$ cat config.mk
export PLATFORM = sky130hd
export DESIGN_NAME = lattice_hopping_matrix_element
export DESIGN_NICKNAME = d
export VERILOG_FILES = /design/src/rtl/core/lhme_pkg.sv /design/src/rtl/core/lhme_hop_factor.sv /design/src/rtl/core/lattice_hopping_matrix_element.sv
export SDC_FILE = /design/constraint.sdc
export NUM_CORES = 1
export LEC_CHECK = 0
export BUFFER_PORTS_ARGS = -buffer_cell sky130_fd_sc_hd__buf_2
export CORE_MARGIN = 8
export CORE_UTILIZATION = 50
export CTS_BUF_LIST = sky130_fd_sc_hd__clkbuf_8
export DETAILED_ROUTE_END_ITERATION = 10
export PLACE_DENSITY = 0.75
export SETUP_SLACK_MARGIN = 0.02
export SLEW_MARGIN = 10
export SYNTH_ARGS = -nofsm -noshare
export SYNTH_HDL_FRONTEND = slang
export SYNTH_SLANG_ARGS = --single-unit
$ cat constraint.sdc
create_clock -name clk_i -period 8.6 [get_ports clk_i]
set_input_delay 0.86 -clock clk_i [delete_from_list [all_inputs] [get_ports clk_i]]
set_output_delay 0.86 -clock clk_i [all_outputs]
set_load 0.02 [all_outputs]
$ cat src/rtl/core/lhme_pkg.sv
package lhme_pkg;

  localparam int unsigned MAX_SITES_DEFAULT = 16;

  localparam int unsigned SITE_CNT_W = 5;
  localparam int unsigned STRENGTH_W = 16;
  localparam int unsigned ELEMENT_W  = 20;
  localparam int unsigned FACTOR_W   = 3;
  localparam int unsigned CFG_IDX_W  = 3;
  localparam int unsigned CFG_DATA_W = 16;

  localparam int unsigned MIN_SITES  = 2;

  typedef enum logic [CFG_IDX_W-1:0] {
    CFG_SITE_COUNT      = 3'd0,
    CFG_HOP_STRENGTH    = 3'd1,
    CFG_ONSITE_STRENGTH = 3'd2,
    CFG_UP_COUNT_ODD    = 3'd3,
    CFG_DOWN_COUNT_ODD  = 3'd4
  } cfg_reg_e;

  typedef logic signed [FACTOR_W-1:0] factor_t;

endpackage

$ cat src/rtl/core/lhme_hop_factor.sv
module lhme_hop_factor #(
  parameter int unsigned N = lhme_pkg::MAX_SITES_DEFAULT
) (
  input  logic [N-1:0]      bra_i,
  input  logic [N-1:0]      ket_i,
  input  logic [N-1:0]      mask_i,
  input  logic              count_odd_i,
  output lhme_pkg::factor_t factor_o
);
  import lhme_pkg::*;

  logic [N-1:0] diff;
  logic [N-1:0] top;
  logic [N-1:0] match_r;
  logic [N-1:0] match_l;
  logic         right_plain;
  logic         right_wrap;
  logic         left_plain;
  logic         left_wrap;
  factor_t      right_term;
  factor_t      left_term;
  factor_t      wrap_term;

  assign diff = bra_i ^ ket_i;
  assign top  = mask_i & ~(mask_i >> 1);

  // destination site i; right move comes from i-1 (top for site 0),
  // left move comes from i+1 (site 0 for the top site)
  always_comb begin
    logic [N-1:0] dst;
    logic [N-1:0] src_r;
    logic [N-1:0] src_l;
    for (int i = 0; i < N; i++) begin
      dst   = N'(1) << i;
      src_r = (i == 0) ? top : (N'(1) << (i - 1));
      src_l = top[i] ? N'(1) : (N'(1) << (i + 1));
      match_r[i] = mask_i[i] & ~bra_i[i] & (|(bra_i & src_r)) & (diff == (dst | src_r));
      match_l[i] = mask_i[i] & ~bra_i[i] & (|(bra_i & src_l)) & (diff == (dst | src_l));
    end
  end

  assign right_wrap  = match_r[0];
  assign right_plain = |match_r[N-1:1];
  assign left_wrap   = |(match_l & top);
  assign left_plain  = |(match_l & ~top);

  // a boundary move adds minus the boundary sign
  assign wrap_term = count_odd_i ? -3'sd1 : 3'sd1;

  always_comb begin
    right_term = 3'sd0;
    left_term  = 3'sd0;
    if (right_wrap) begin
      right_term = wrap_term;
    end else if (right_plain) begin
      right_term = -3'sd1;
    end
    if (left_wrap) begin
      left_term = wrap_term;
    end else if (left_plain) begin
      left_term = -3'sd1;
    end
  end

  assign factor_o = right_term + left_term;

endmodule

$ cat src/rtl/core/lattice_hopping_matrix_element.sv
// One 1D Hubbard Hamiltonian element per accepted bra/ket pair. A transfer is
// taken whenever start_i is high; busy_o stays low, so a new pair can enter
// in every cycle. The result shows on done_o and the result ports for one
// cycle, once its transfer has passed the input register and then the result
// register; the receiver cannot stall it, so it must take every result when
// done_o is high. The per-site neighbor compares, the occupancy count and the
// one 16-bit by small multiply all sit in the single stage between those two
// registers. Configuration writes take effect on the next cycle and should
// only happen while no pair is in flight.
module lattice_hopping_matrix_element #(
  parameter int unsigned MAX_SITES = lhme_pkg::MAX_SITES_DEFAULT
) (
  input  logic                                   clk_i,
  input  logic                                   rst_ni,
  input  logic                                   cfg_we_i,
  input  logic [lhme_pkg::CFG_IDX_W-1:0]         cfg_index_i,
  input  logic [lhme_pkg::CFG_DATA_W-1:0]        cfg_wdata_i,
  input  logic                                   start_i,
  output logic                                   busy_o,
  input  logic [MAX_SITES-1:0]                   bra_up_i,
  input  logic [MAX_SITES-1:0]                   bra_down_i,
  input  logic [MAX_SITES-1:0]                   ket_up_i,
  input  logic [MAX_SITES-1:0]                   ket_down_i,
  output logic                                   done_o,
  output logic signed [lhme_pkg::ELEMENT_W-1:0]  element_value_o,
  output logic signed [lhme_pkg::FACTOR_W-1:0]   up_hop_factor_o,
  output logic signed [lhme_pkg::FACTOR_W-1:0]   down_hop_factor_o
);
  import lhme_pkg::*;

  localparam int unsigned SW     = $clog2(MAX_SITES + 1);
  localparam int unsigned PW     = (SW + 1 > 4) ? SW + 1 : 4;
  localparam int unsigned PROD_W = (STRENGTH_W + PW > ELEMENT_W) ?
                                   STRENGTH_W + PW : ELEMENT_W;

  logic [SITE_CNT_W-1:0]        site_count_q;
  logic signed [STRENGTH_W-1:0] hop_q;
  logic signed [STRENGTH_W-1:0] onsite_q;
  logic                         up_odd_q;
  logic                         down_odd_q;

  logic                 in_valid_q;
  logic [MAX_SITES-1:0] bra_up_q, bra_down_q, ket_up_q, ket_down_q;

  logic                        done_q;
  logic signed [ELEMENT_W-1:0] element_q, element_d;
  factor_t                     up_f_q, up_f_d;
  factor_t                     down_f_q, down_f_d;

  logic [SW-1:0]        eff_sites;
  logic [MAX_SITES-1:0] mask;
  logic                 accept;
  factor_t              up_raw, down_raw;
  logic                 up_same, down_same;
  logic [SW-1:0]        double_cnt;
  logic [MAX_SITES-1:0] double_occ;
  logic signed [PW-1:0] mul_b;
  logic signed [STRENGTH_W-1:0] mul_a;
  logic signed [PROD_W-1:0]     product;
  logic signed [3:0]            factor_sum;

  assign busy_o = 1'b0;
  assign accept = start_i && !busy_o;

  always_ff @(posedge clk_i or negedge rst_ni) begin
    if (!rst_ni) begin
      site_count_q <= SITE_CNT_W'(16);
      hop_q        <= 16'sd4096;
      onsite_q     <= 16'sd4096;
      up_odd_q     <= 1'b0;
      down_odd_q   <= 1'b0;
    end else if (cfg_we_i) begin
      case (cfg_reg_e'(cfg_index_i))
        CFG_SITE_COUNT:      site_count_q <= cfg_wdata_i[SITE_CNT_W-1:0];
        CFG_HOP_STRENGTH:    hop_q        <= cfg_wdata_i;
        CFG_ONSITE_STRENGTH: onsite_q     <= cfg_wdata_i;
        CFG_UP_COUNT_ODD:    up_odd_q     <= cfg_wdata_i[0];
        CFG_DOWN_COUNT_ODD:  down_odd_q   <= cfg_wdata_i[0];
        default: ;
      endcase
    end
  end

  always_comb begin
    if (32'(site_count_q) < MIN_SITES) begin
      eff_sites = SW'(MIN_SITES);
    end else if (32'(site_count_q) > MAX_SITES) begin
      eff_sites = SW'(MAX_SITES);
    end else begin
      eff_sites = SW'(site_count_q);
    end
    for (int i = 0; i < MAX_SITES; i++) begin
      mask[i] = (i < int'(eff_sites));
    end
  end

  always_ff @(posedge clk_i or negedge rst_ni) begin
    if (!rst_ni) begin
      in_valid_q <= 1'b0;
    end else begin
      in_valid_q <= accept;
    end
  end

  always_ff @(posedge clk_i) begin
    if (accept) begin
      bra_up_q   <= bra_up_i & mask;
      bra_down_q <= bra_down_i & mask;
      ket_up_q   <= ket_up_i & mask;
      ket_down_q <= ket_down_i & mask;
    end
  end

  lhme_hop_factor #(.N(MAX_SITES)) u_up_hop (
    .bra_i       (bra_up_q),
    .ket_i       (ket_up_q),
    .mask_i      (mask),
    .count_odd_i (up_odd_q),
    .factor_o    (up_raw)
  );

  lhme_hop_factor #(.N(MAX_SITES)) u_down_hop (
    .bra_i       (bra_down_q),
    .ket_i       (ket_down_q),
    .mask_i      (mask),
    .count_odd_i (down_odd_q),
    .factor_o    (down_raw)
  );

  assign up_same    = (bra_up_q == ket_up_q);
  assign down_same  = (bra_down_q == ket_down_q);
  assign double_occ = bra_up_q & bra_down_q;

  always_comb begin
    double_cnt = '0;
    for (int i = 0; i < MAX_SITES; i++) begin
      double_cnt = double_cnt + SW'(double_occ[i]);
    end
  end

  always_comb begin
    up_f_d   = 3'sd0;
    down_f_d = 3'sd0;
    if (!(up_same && down_same)) begin
      if (down_same) begin
        up_f_d = up_raw;
      end
      if (up_same) begin
        down_f_d = down_raw;
      end
    end
  end

  assign factor_sum = 4'(up_f_d) + 4'(down_f_d);

  always_comb begin
    if (up_same && down_same) begin
      mul_a = onsite_q;
      mul_b = signed'(PW'(double_cnt));
    end else begin
      mul_a = hop_q;
      mul_b = PW'(factor_sum);
    end
  end

  assign product    = PROD_W'(mul_a) * PROD_W'(mul_b);
  assign element_d  = product[ELEMENT_W-1:0];

  always_ff @(posedge clk_i or negedge rst_ni) begin
    if (!rst_ni) begin
      done_q <= 1'b0;
    end else begin
      done_q <= in_valid_q;
    end
  end

  always_ff @(posedge clk_i) begin
    if (in_valid_q) begin
      element_q <= element_d;
      up_f_q    <= up_f_d;
      down_f_q  <= down_f_d;
    end
  end

  assign done_o            = done_q;
  assign element_value_o   = element_q;
  assign up_hop_factor_o   = up_f_q;
  assign down_hop_factor_o = down_f_q;

  a_done_from_transfer: assert property (@(posedge clk_i) disable iff (!rst_ni)
    done_o |-> $past(in_valid_q))
    else $error("result strobe without a transfer in flight");

  a_one_spin_hops: assert property (@(posedge clk_i) disable iff (!rst_ni)
    (done_o && up_hop_factor_o != 3'sd0) |-> (down_hop_factor_o == 3'sd0))
    else $error("both spins report a hopping factor");

  a_factor_range: assert property (@(posedge clk_i) disable iff (!rst_ni)
    done_o |-> (up_hop_factor_o != 3'sd3 && up_hop_factor_o != -3'sd4 &&
                up_hop_factor_o != -3'sd3 && down_hop_factor_o != 3'sd3 &&
                down_hop_factor_o != -3'sd4 && down_hop_factor_o != -3'sd3))
    else $error("hopping factor outside -2..2");

endmodule

==> results_dict.tcl, run 1 <==
set metrics [dict create \
    insertedDiodeCount 0 \
    slew_violations 0 \
    synthesis.area_per_instance_um2 9.613 \
    wl_per_cell_um 21.27 \
    cp_endpoint "element_value_o[17]" \
    synth_top_family_by_area "simple AND/OR/NAND/NOR gates" \
    clk_pin_slew_ns 0.09 \
    fin_nets 1944 \
    static-leakage-power_uw 0.007444 \
    worst_clock_skew_ns 0.02436 \
    synth_xor_xnor_area_share_pct 6.791 \
    finalSetupViolations 2 \
    synth_fa_ha_area_share_pct 16.69 \
    power.net_switching_uw 1069 \
    post_route_cells_drive_above_1_share_pct 39.76 \
    internal-power_uw 1538 \
    hpwl_mm 34.32 \
    cts_inserted_buffers 17 \
    route.antenna.remaining_nets 0 \
    setup.worst_path.class "flip-flop to flip-flop" \
    grt_usage_pct 28.80 \
    pin_count_of_the_biggest_net_entering_global_routing 66 \
    grt_first_pass_wirelength_mm 69.55 \
    rrSetupSlack_ns -0.03 \
    power.total_uw 2607 \
    run_status "finished, violations left" \
    p_clk_share_pct 19.5 \
    grt_pass1_vias 12700 \
    timing.rr.start "site_count_q[2]" \
    placement_rows 58 \
    drt_wl_total_mm 44.20 \
    hp-class "primary input to async pin" \
    cts_tree "yes" \
    critical_path.slowest_cell "fa_1" \
    relative_slew_slack_pct 20.21 \
    crit_path_start_kind "flip-flop" \
    rsz0062_at_grt "yes" \
    final_cycle_utilization_of_the_critical_path_pct 100.3 \
    detailedRoute.firstIterationViolations 1149 \
    cts.sink_count 131 \
    seq_power_share_pct 33.0 \
    postSynthRegisterBits 131 \
    detail_route.first_pass.iterations 6 \
    syn_to_final_growth_pct 35.00 \
    finalInstanceArea_um2 16960 \
    layout.cells.most_common "buf_4" \
    finalWorstSetupSlack_ns -0.02917 \
    cts.htree.levels 4 \
    worst_setup_path_startpoint "site_count_q[2]" \
    design.portCount 115 \
    power_per_cell_area_nw_per_um2 153.7 \
    final.fill_count 1960 \
    timing_hold_violations_final 0 \
    worst_pin_slew_ns 1.197 \
    synthesis.instances 1307 \
    initial_core_util_pct 50.33 \
    globalplace.congestion 1.053 \
    worst_skew_pair.late_latency_ns 0.47 \
    placeableCoreArea_um2 24960 \
    worst-endpoint-arrival_ns 8.86 \
    synthDistinctLibCells 92 \
    die_height_um 174.5 \
    num_vias 12400 \
    reg2regPathDepth 36 \
    clock_tree.buffer_depth 2 \
    yosys.area_share.simple_pct 27.92 \
    synth_compound_gate_area_share_pct 9.162 \
    mappedNetlistArea_um2 12560 \
    dieWidth_um 174.5 \
    fraction_of_synthesis_flops_using_an_asynchronous_set_or_reset_pin_pct 31.30 \
    worst_r2r_endpoint "element_value_o[17]" \
    combPwrFrac_pct 47.5 \
    failed_checks "negative setup slack" \
    p_sw_share_pct 41.00 \
    yosysWarningCount 0 \
    synth-edff-count 90 \
    commonest_non_fill_non_tap_cells_in_the_layout "buf_4, buf_2, nor2_1, edfxtp_1, nand3_1" \
    cap_viol_max_count 0 \
    finalWorstPathRequiredPeriod_ns 8.629 \
    end_kind "flip-flop" \
    yosys-mux-area-fraction_pct 4.929 \
    cts_root_buffer "clkbuf_8" \
    globalRouteOverflowTotal 0 \
    dpl_cell_area_um2 15810 \
    syn_nets 1516 \
    antenna_found_initial 0 \
    io_buffer_count 113 \
    required_ns 8.83 \
    crit_path_max_fanout 11 \
    max_freq_mhz 115.9 \
    avgViaCountPerCell 5.966 \
    max_stage_delay_ns 0.58 \
    vdd_ir_drop_max_v 0.0001025 \
    route.detailed.drc 0 \
    synth_ff_type "edfxtp_1" \
    floorplan.die_area_um2 30460 \
    seq_area_frac_synth_pct 29.71 \
]
[power groups by stage]
stage	registers [µW]	logic (µW)	clock network (µW)
after floorplan	849	566	0
after global placement	870	1100	0
after detailed placement	873	1110	0
after CTS	858	1180	515
after global routing	872	1310	539
final	861	1240	508
[cells in the mapped netlist (5+ instances only)]
cell | n | area [µm²]
nand2b_1 | 15 | 93.84
nand2_1 | 83 | 311.6
or3_1 | 7 | 43.79
and2_1 | 34 | 212.7
dfrtp_1 | 38 | 950.9
mux2_2 | 39 | 439.2
nor4b_1 | 13 | 113.9
a31oi_1 | 18 | 112.6
nor4_1 | 31 | 193.9
a22oi_1 | 17 | 127.6
nor3b_1 | 16 | 120.1
nand4b_1 | 12 | 105.1
a211oi_1 | 9 | 67.56
nand3b_1 | 20 | 150.1
xor2_1 | 30 | 262.8
nand3_1 | 85 | 425.4
a21oi_1 | 18 | 90.09
and4b_1 | 8 | 80.08
inv_1 | 54 | 202.7
o2111ai_1 | 5 | 43.79
or2_2 | 12 | 75.07
nand4_1 | 21 | 131.4
ha_1 | 46 | 575.6
edfxtp_1 | 90 | 2703
fa_1 | 76 | 1521
nor2b_1 | 53 | 331.6
a311oi_1 | 5 | 43.79
clkbuf_1 | 36 | 135.1
o21ai_0 | 32 | 160.2
xnor2_1 | 60 | 525.5
nor4bb_1 | 6 | 60.06
mux2i_1 | 18 | 180.2
buf_6 | 7 | 78.83
o21a_1 | 6 | 45.04
a2111oi_0 | 5 | 43.79
buf_4 | 5 | 37.54
buf_2 | 25 | 125.1
or4_1 | 6 | 45.04
and3_1 | 11 | 68.82
o211ai_1 | 5 | 37.54
nor3_1 | 22 | 110.1
nor2_1 | 117 | 439.2
[critical path, delay by kind of cell (launching register included)]
kind,cells,cell delay (ns)
AO/OA/AOI/OAI,12,2.18
flip-flops,1,0.43
AND/OR/NAND/NOR,9,1.71
buffers and inverters,7,0.74
adder cells (fa/ha/maj),8,3.31
[per-layer routing]
metal  routed length, µm  track usage, %
met5                   0               0
met4                1753           12.58
met3                4419           6.986
met2               19640           44.29
met1               18390           38.05
[area by class of cell]
type / count / area (µm²) / share of cell area, %
clock buffer: 18 / 247.7 / 1.461
timing repair buffer: 487 / 3420 / 20.16
sequential: 131 / 3739 / 22.04
inverter: 54 / 202.7 / 1.195
multi-input combinational: 1044 / 8836 / 52.09
tap: 330 / 412.9 / 2.434
clock inverter: 14 / 105.1 / 0.6196
[worst min-delay path by stage]
stage                     to  slack (ns)  cells past startpoint
6_report        onsite_q[11]        0.55                      1
5_1_grt        bra_down_q[0]        0.54                      1
4_1_cts        bra_down_q[0]        0.55                      1
3_5_place_dp     onsite_q[5]        0.54                      1
3_3_place_gp     onsite_q[2]        0.54                      1
2_1_floorplan     down_odd_q        0.50                      1
[flip-flops by register name (all words and copies together) (netlist names)]
name	flops
done_o	1
ket_up_q	16
up_hop_factor_o	3
in_valid_q	1
site_count_q	5
down_hop_factor_o	3
down_odd_q	1
onsite_q	16
bra_up_q	16
hop_q	16
element_value_o	20
ket_down_q	16
up_odd_q	1
bra_down_q	16
[cells by family after synthesis]
family                     after synthesis
and+or+nand+nor                        608
AOI/OAI and AO/OA                      162
buffers and inverters                  132
DFF                                    131
adders and majority gates              122
xor gates and xnor gates                94
muxes                                   57
other                                    1
[through the flow]
stage	hold slack (ns)	setup WS, ns	util [%]	TNS (ns)	instances
final	0.5543	-0.02917	67.95	-0.03866	2078
after detailed placement	0.5420	-0.7425	63.35	-4.928	2016
after floorplan	0.4997	0.03895	-	0	1307
after global placement	0.5355	-0.5608	63.35	-3.418	2016
after CTS	0.5453	0.02206	66.48	0	2069
after global routing	0.5355	-0.2609	67.95	-1.104	2078
[timing repair]
action	CTS	global route
buffers inserted	21	10
hold buffers	0	0
setup endpoints to repair	11	10
gates resized for setup	69	64
pin swaps	40	45
cloned	0	0
Power figures use the tool's default switching activity.
==> run 2, diff against run 1 <==
CTS_BUF_LIST = default   (was sky130_fd_sc_hd__clkbuf_8)
HOLD_SLACK_MARGIN = 0.05   (was default)
==> results_dict.tcl, run 2 (same netlist as run 1, synthesis figures left out) <==
set metrics [dict create \
    layout.cells.most_common "buf_4" \
    worst_hold_path.endpoint "onsite_q[5]" \
    worst_r2r_endpoint "element_value_o[17]" \
    finalWorstPathRequiredPeriod_ns 8.667 \
    relative_slew_slack_pct 22.60 \
    clk_pin_slew_ns 0.07 \
    cts_tree "yes" \
    hp-class "flip-flop to flip-flop" \
    cts_root_buffer "clkbuf_16" \
    design.portCount 115 \
    placement_rows 58 \
    end_kind "flip-flop" \
    hold_path.startpoint "onsite_q[5]" \
    worst_pin_slew_ns 1.161 \
    timing.rr.start "site_count_q[4]" \
    p_sw_share_pct 39.18 \
    cts.htree.levels 4 \
    globalplace.congestion 1.053 \
    whs_ns 0.5603 \
    power.total_uw 2847 \
    drt_wl_total_mm 45.18 \
    cts_inserted_buffers 17 \
    final_cycle_utilization_of_the_critical_path_pct 100.8 \
    syn_to_final_growth_pct 38.28 \
    failed_checks "design-rule violations, negative setup slack" \
    insertedDiodeCount 0 \
    crit_path_max_fanout 5 \
    p_clk_share_pct 24.8 \
    worst_skew_pair.late_latency_ns 0.44 \
    fin_nets 1954 \
    route.antenna.remaining_nets 0 \
    worst-endpoint-arrival_ns 8.87 \
    initial_core_util_pct 50.33 \
    hpwl_mm 34.32 \
    vdd_ir_drop_max_v 0.0001372 \
    route.detailed.drc 3 \
    rrSetupSlack_ns -0.07 \
    holdPathStages 1 \
    power_per_cell_area_nw_per_um2 163.8 \
    grt_first_pass_wirelength_mm 69.92 \
    seq_power_share_pct 30.3 \
    max_reg_flops 20 \
    power.net_switching_uw 1115 \
    timing_hold_violations_final 0 \
    io_buffer_count 113 \
    reg2regPathDepth 35 \
    static-leakage-power_uw 0.007623 \
    avgViaCountPerCell 6.074 \
    die_height_um 174.5 \
    detailedRoute.firstIterationViolations 1336 \
    required_ns 8.80 \
    max_freq_mhz 115.4 \
    placeableCoreArea_um2 24960 \
    rsz0062_at_grt "yes" \
    pin_count_of_the_biggest_net_entering_global_routing 66 \
    wl_per_cell_um 21.64 \
    dpl_cell_area_um2 15810 \
    detail_route.first_pass.iterations 11 \
    grt_pass1_vias 12820 \
    slew_violations 0 \
    combPwrFrac_pct 44.9 \
    finalInstanceArea_um2 17370 \
    max_stage_delay_ns 0.57 \
    cap_viol_max_count 0 \
    floorplan.die_area_um2 30460 \
    internal-power_uw 1731 \
    post_route_cells_drive_above_1_share_pct 40.56 \
    finalSetupViolations 2 \
    place_inst 2016 \
    antenna_found_initial 0 \
    cts_hold_buffers 0 \
    setup.worst_path.class "flip-flop to flip-flop" \
    worst_clock_skew_ns 0.01435 \
    globalRouteOverflowTotal 0 \
    crit_path_start_kind "flip-flop" \
    num_vias 12680 \
    cts.sink_count 131 \
    instances_no_fill 2088 \
    clock_tree.buffer_depth 2 \
    dieWidth_um 174.5 \
    commonest_non_fill_non_tap_cells_in_the_layout "buf_4, buf_2, nor2_1, edfxtp_1, nand3_1" \
    grt_usage_pct 29.00 \
    critical_path.slowest_cell "fa_1" \
    run_status "finished, violations left" \
    finalWorstSetupSlack_ns -0.06663 \
]
## run 2: per-layer routing
layer	GRT usage (%)	share of wire (%)
met2	44.10	44
met4	14.52	4.8
met5	0	0
met3	7.333	10
met1	37.85	41
## run 2: worst max path at each step
| stage | start | end | slack, ns | cells after the start |
|---|---|---|---|---|
| 2_1_floorplan | site_count_q[2] | element_value_o[17] | 0.04 | 36 |
| 3_3_place_gp | site_count_q[1] | element_value_o[18] | -0.56 | 34 |
| 3_5_place_dp | site_count_q[1] | element_value_o[18] | -0.74 | 33 |
| 4_1_cts | site_count_q[1] | element_value_o[17] | 0.02 | 34 |
| 5_1_grt | site_count_q[3] | element_value_o[17] | -0.36 | 35 |
| 6_report | site_count_q[4] | element_value_o[17] | -0.07 | 35 |
## run 2: cell type report
| cell class | count | area (µm²) |
|---|---|---|
| Clock buffer | 19 | 442.9 |
| Clock inverter | 13 | 101.3 |
| Sequential cell | 131 | 3739 |
| Inverter | 54 | 202.7 |
| Timing Repair Buffer | 497 | 3521 |
| Multi-Input combinational cell | 1044 | 8955 |
| Tap cell | 330 | 412.9 |
| Fill cell | 1888 | 7590 |
## run 2: timing repair
item	in CTS	in global routing
setup buffers	19	23
gates resized for setup	76	83
endpoints found under the setup margin	11	10
pin swaps	43	54
## run 2: power by group through the flow
stage               clock (µW)  combinational (µW)  sequential [µW]
CTS                        710                1170              860
floorplan                    0                 566              849
finish                     706                1280              862
global route               730                1350              871
detailed placement           0                1110              873
global placement             0                1100              870
## run 2: through the flow
stage	TNS, ns	setup WS, ns	utilization (%)
2_1_floorplan	0	0.03895	-
4_1_cts	0	0.02384	67.37
3_3_place_gp	-3.418	-0.5608	63.35
3_5_place_dp	-4.928	-0.7425	63.35
5_1_grt	-1.953	-0.3650	69.60
6_report	-0.1140	-0.06663	69.60
## run 2: worst max-delay path: cells and delay by family (launching register included)
family                   cells  cell delay (ns)
AO/OA/AOI/OAI               11             2.11
adder cells (fa/ha/maj)      8             3.31
AND/OR/NAND/NOR             10             1.95
flip-flops                   1             0.49
buffers and inverters        6             0.56
==> run 3, diff against run 2 <==
PLACE_DENSITY = 0.72   (was 0.75)
RECOVER_POWER = 50   (was default)
clock period = 8.4 ns   (was 8.6 ns; I/O delays follow)
==> results_dict.tcl, run 3 (same netlist as run 1, synthesis figures left out) <==
set metrics [dict create \
    run_status "finished, violations left" \
    failed_checks "max-capacitance violations, max-slew violations, negative setup slack" \
    max_reg_flops 20 \
    max_stage_delay_ns 0.53 \
    cts.sink_count 131 \
    initial_core_util_pct 50.33 \
    drt_wl_total_mm 46.30 \
    p_sw_share_pct 38.87 \
    avgViaCountPerCell 5.991 \
    detail_route.wirelength.met1_mm 19.71 \
    internal-power_uw 1821 \
    syn_to_final_growth_pct 37.91 \
    cap_viol_max_count 2 \
    antenna_found_initial 0 \
    cts_hold_buffers 0 \
    topRoutingLayerUsed "met4" \
    setup.worst_path.class "flip-flop to flip-flop" \
    dpl_cell_area_um2 15930 \
    finalWorstSetupSlack_ns -0.2194 \
    commonest_non_fill_non_tap_cells_in_the_layout "buf_4, buf_2, nor2_1, edfxtp_1, nand3_1" \
    clk_pin_slew_ns 0.08 \
    placement_rows 58 \
    dieWidth_um 174.5 \
    cts_root_buffer "clkbuf_16" \
    io_buffer_count 113 \
    wl_per_cell_um 22.22 \
    crit_path_max_fanout 7 \
    slew_violations 108 \
    post_route_cells_drive_above_1_share_pct 39.79 \
    cts.htree.levels 4 \
    worst_pin_slew_ns 3.629 \
    floorplan.die_area_um2 30460 \
    final.fill_count 1970 \
    power.net_switching_uw 1158 \
    fin_nets 1950 \
    layout.area.seq_um2 3736 \
    wl_met2_mm 21.00 \
    dpl_worst_slack_ns -0.9356 \
    wl_met3_mm 4.249 \
    crit_path_start_kind "flip-flop" \
    p_clk_share_pct 26.7 \
    worst-endpoint-arrival_ns 8.80 \
    hp-class "primary input to flip-flop" \
    worst_clock_skew_ns 0.02144 \
    rsz0062_at_grt "yes" \
    detail_route.first_pass.iterations 7 \
    hpwl_mm 35.55 \
    globalRouteOverflowTotal 0 \
    placeableCoreArea_um2 24960 \
    cts_tree "yes" \
    die_height_um 174.5 \
    pin_count_of_the_biggest_net_entering_global_routing 66 \
    route.detailed.drc 0 \
    finalInstanceArea_um2 17330 \
    grt_usage_pct 29.55 \
    worst_skew_pair.late_latency_ns 0.44 \
    critical-path-top-delay-family "adder cells" \
    multi_input_area_um2 8919 \
    vdd_ir_drop_max_v 0.0001296 \
    static-leakage-power_uw 0.007609 \
    final_cycle_utilization_of_the_critical_path_pct 102.6 \
    grt_first_pass_wirelength_mm 70.39 \
    insertedDiodeCount 0 \
    layout.cells.most_common "buf_4" \
    end_kind "flip-flop" \
    power_per_cell_area_nw_per_um2 171.9 \
    required_ns 8.58 \
    cpMostUsedCell "fa_1" \
    detailedRoute.firstIterationViolations 1245 \
    cts_inserted_buffers 17 \
    combPwrFrac_pct 43.7 \
    route.antenna.remaining_nets 0 \
    finalWorstPathRequiredPeriod_ns 8.619 \
    timing_hold_violations_final 0 \
    grt_pass1_vias 12330 \
    num_vias 12490 \
    critical_path.slowest_cell "fa_1" \
    design.portCount 115 \
    finalSetupViolations 8 \
    seq_power_share_pct 29.6 \
    globalplace.congestion 0.9833 \
    critical_path.n_buffers_inverters 7 \
    relative_slew_slack_pct -141.9 \
    max_freq_mhz 116.0 \
    clock_tree.buffer_depth 2 \
]
## run 3: cell count changes in the layout (fill, tap and decap cells not counted), moves of 4 or more
cell	change
buf_6	-7
clkbuf_1	+6
a21oi_1	-4
a21oi_2	+4
buf_4	-4
## run 3: cell type report
| cell class | count | area share, % |
|---|---|---|
| multi-input combinational | 1044 | 51.47 |
| timing repair buffer | 493 | 20.05 |
| tap | 330 | 2.383 |
| clock inverter | 14 | 0.8882 |
| clock buffer | 18 | 2.477 |
| inverter | 54 | 1.170 |
| sequential | 131 | 21.56 |
## run 3: path summary, 6_finish.rpt
| kind | from | to | slack, ns | depth (start not counted) |
|---|---|---|---|---|
| worst min register to register | onsite_q[5] | onsite_q[5] | 0.57 | 1 |
| min in group asynchronous | rst_ni | onsite_q[11] | 1.14 | 1 |
| max in group asynchronous | rst_ni | site_count_q[1] | 5.65 | 1 |
| worst max register to register | site_count_q[3] | element_value_o[18] | -0.22 | 36 |
| worst max-delay path | site_count_q[3] | element_value_o[18] | -0.22 | 36 |
| worst min-delay path | ket_up_i[0] | ket_up_q[0] | 0.57 | 1 |
## run 3: worst reg2reg max path: cells and delay by family (launching register included)
kind            cells  cell delay [ns]
fa+ha+maj           8             3.27
simple gates       10             2.31
compound gates     10             1.46
buf+inv             7             0.78
flops               1             0.45
xor+xnor            1             0.12
## run 3: repair_timing
item / in CTS / in global routing
resized for setup: 66 / 75
buffers inserted: 14 / 15
pin swaps: 38 / 52
endpoints found under the setup margin: 12 / 13
## run 3: layer usage
metal | vias to the layer above | GRT usage [%]
met5 | - | 0
met4 | 0 | 9.749
li1 | 5601 | -
met1 | 6092 | 40.91
met2 | 686 | 46.17
met3 | 107 | 5.186
## run 3: power by group through the flow
stage / combinational, µW / sequential (µW) / clock (µW)
4_1_cts: 1220 / 877 / 796
2_1_floorplan: 588 / 869 / 0
6_report: 1300 / 882 / 795
3_3_place_gp: 1160 / 884 / 0
3_5_place_dp: 1170 / 889 / 0
5_1_grt: 1370 / 891 / 822
## run 3: per-stage QoR
| stage | utilization (%) | hold slack (ns) | std cells | TNS [ns] | total power (µW) |
|---|---|---|---|---|---|
| 6_report | 69.41 | 0.5698 | 2084 | -1.120 | 2979 |
| 5_1_grt | 69.41 | 0.5732 | 2084 | -3.518 | 3083 |
| 4_1_cts | 67.59 | 0.5638 | 2069 | -0.7895 | 2894 |
| 3_5_place_dp | 63.82 | 0.5496 | 2024 | -6.260 | 2064 |
| 3_3_place_gp | 63.82 | 0.5416 | 2024 | -6.326 | 2048 |
| 2_1_floorplan | - | 0.4997 | 1307 | 0 | 1457 |
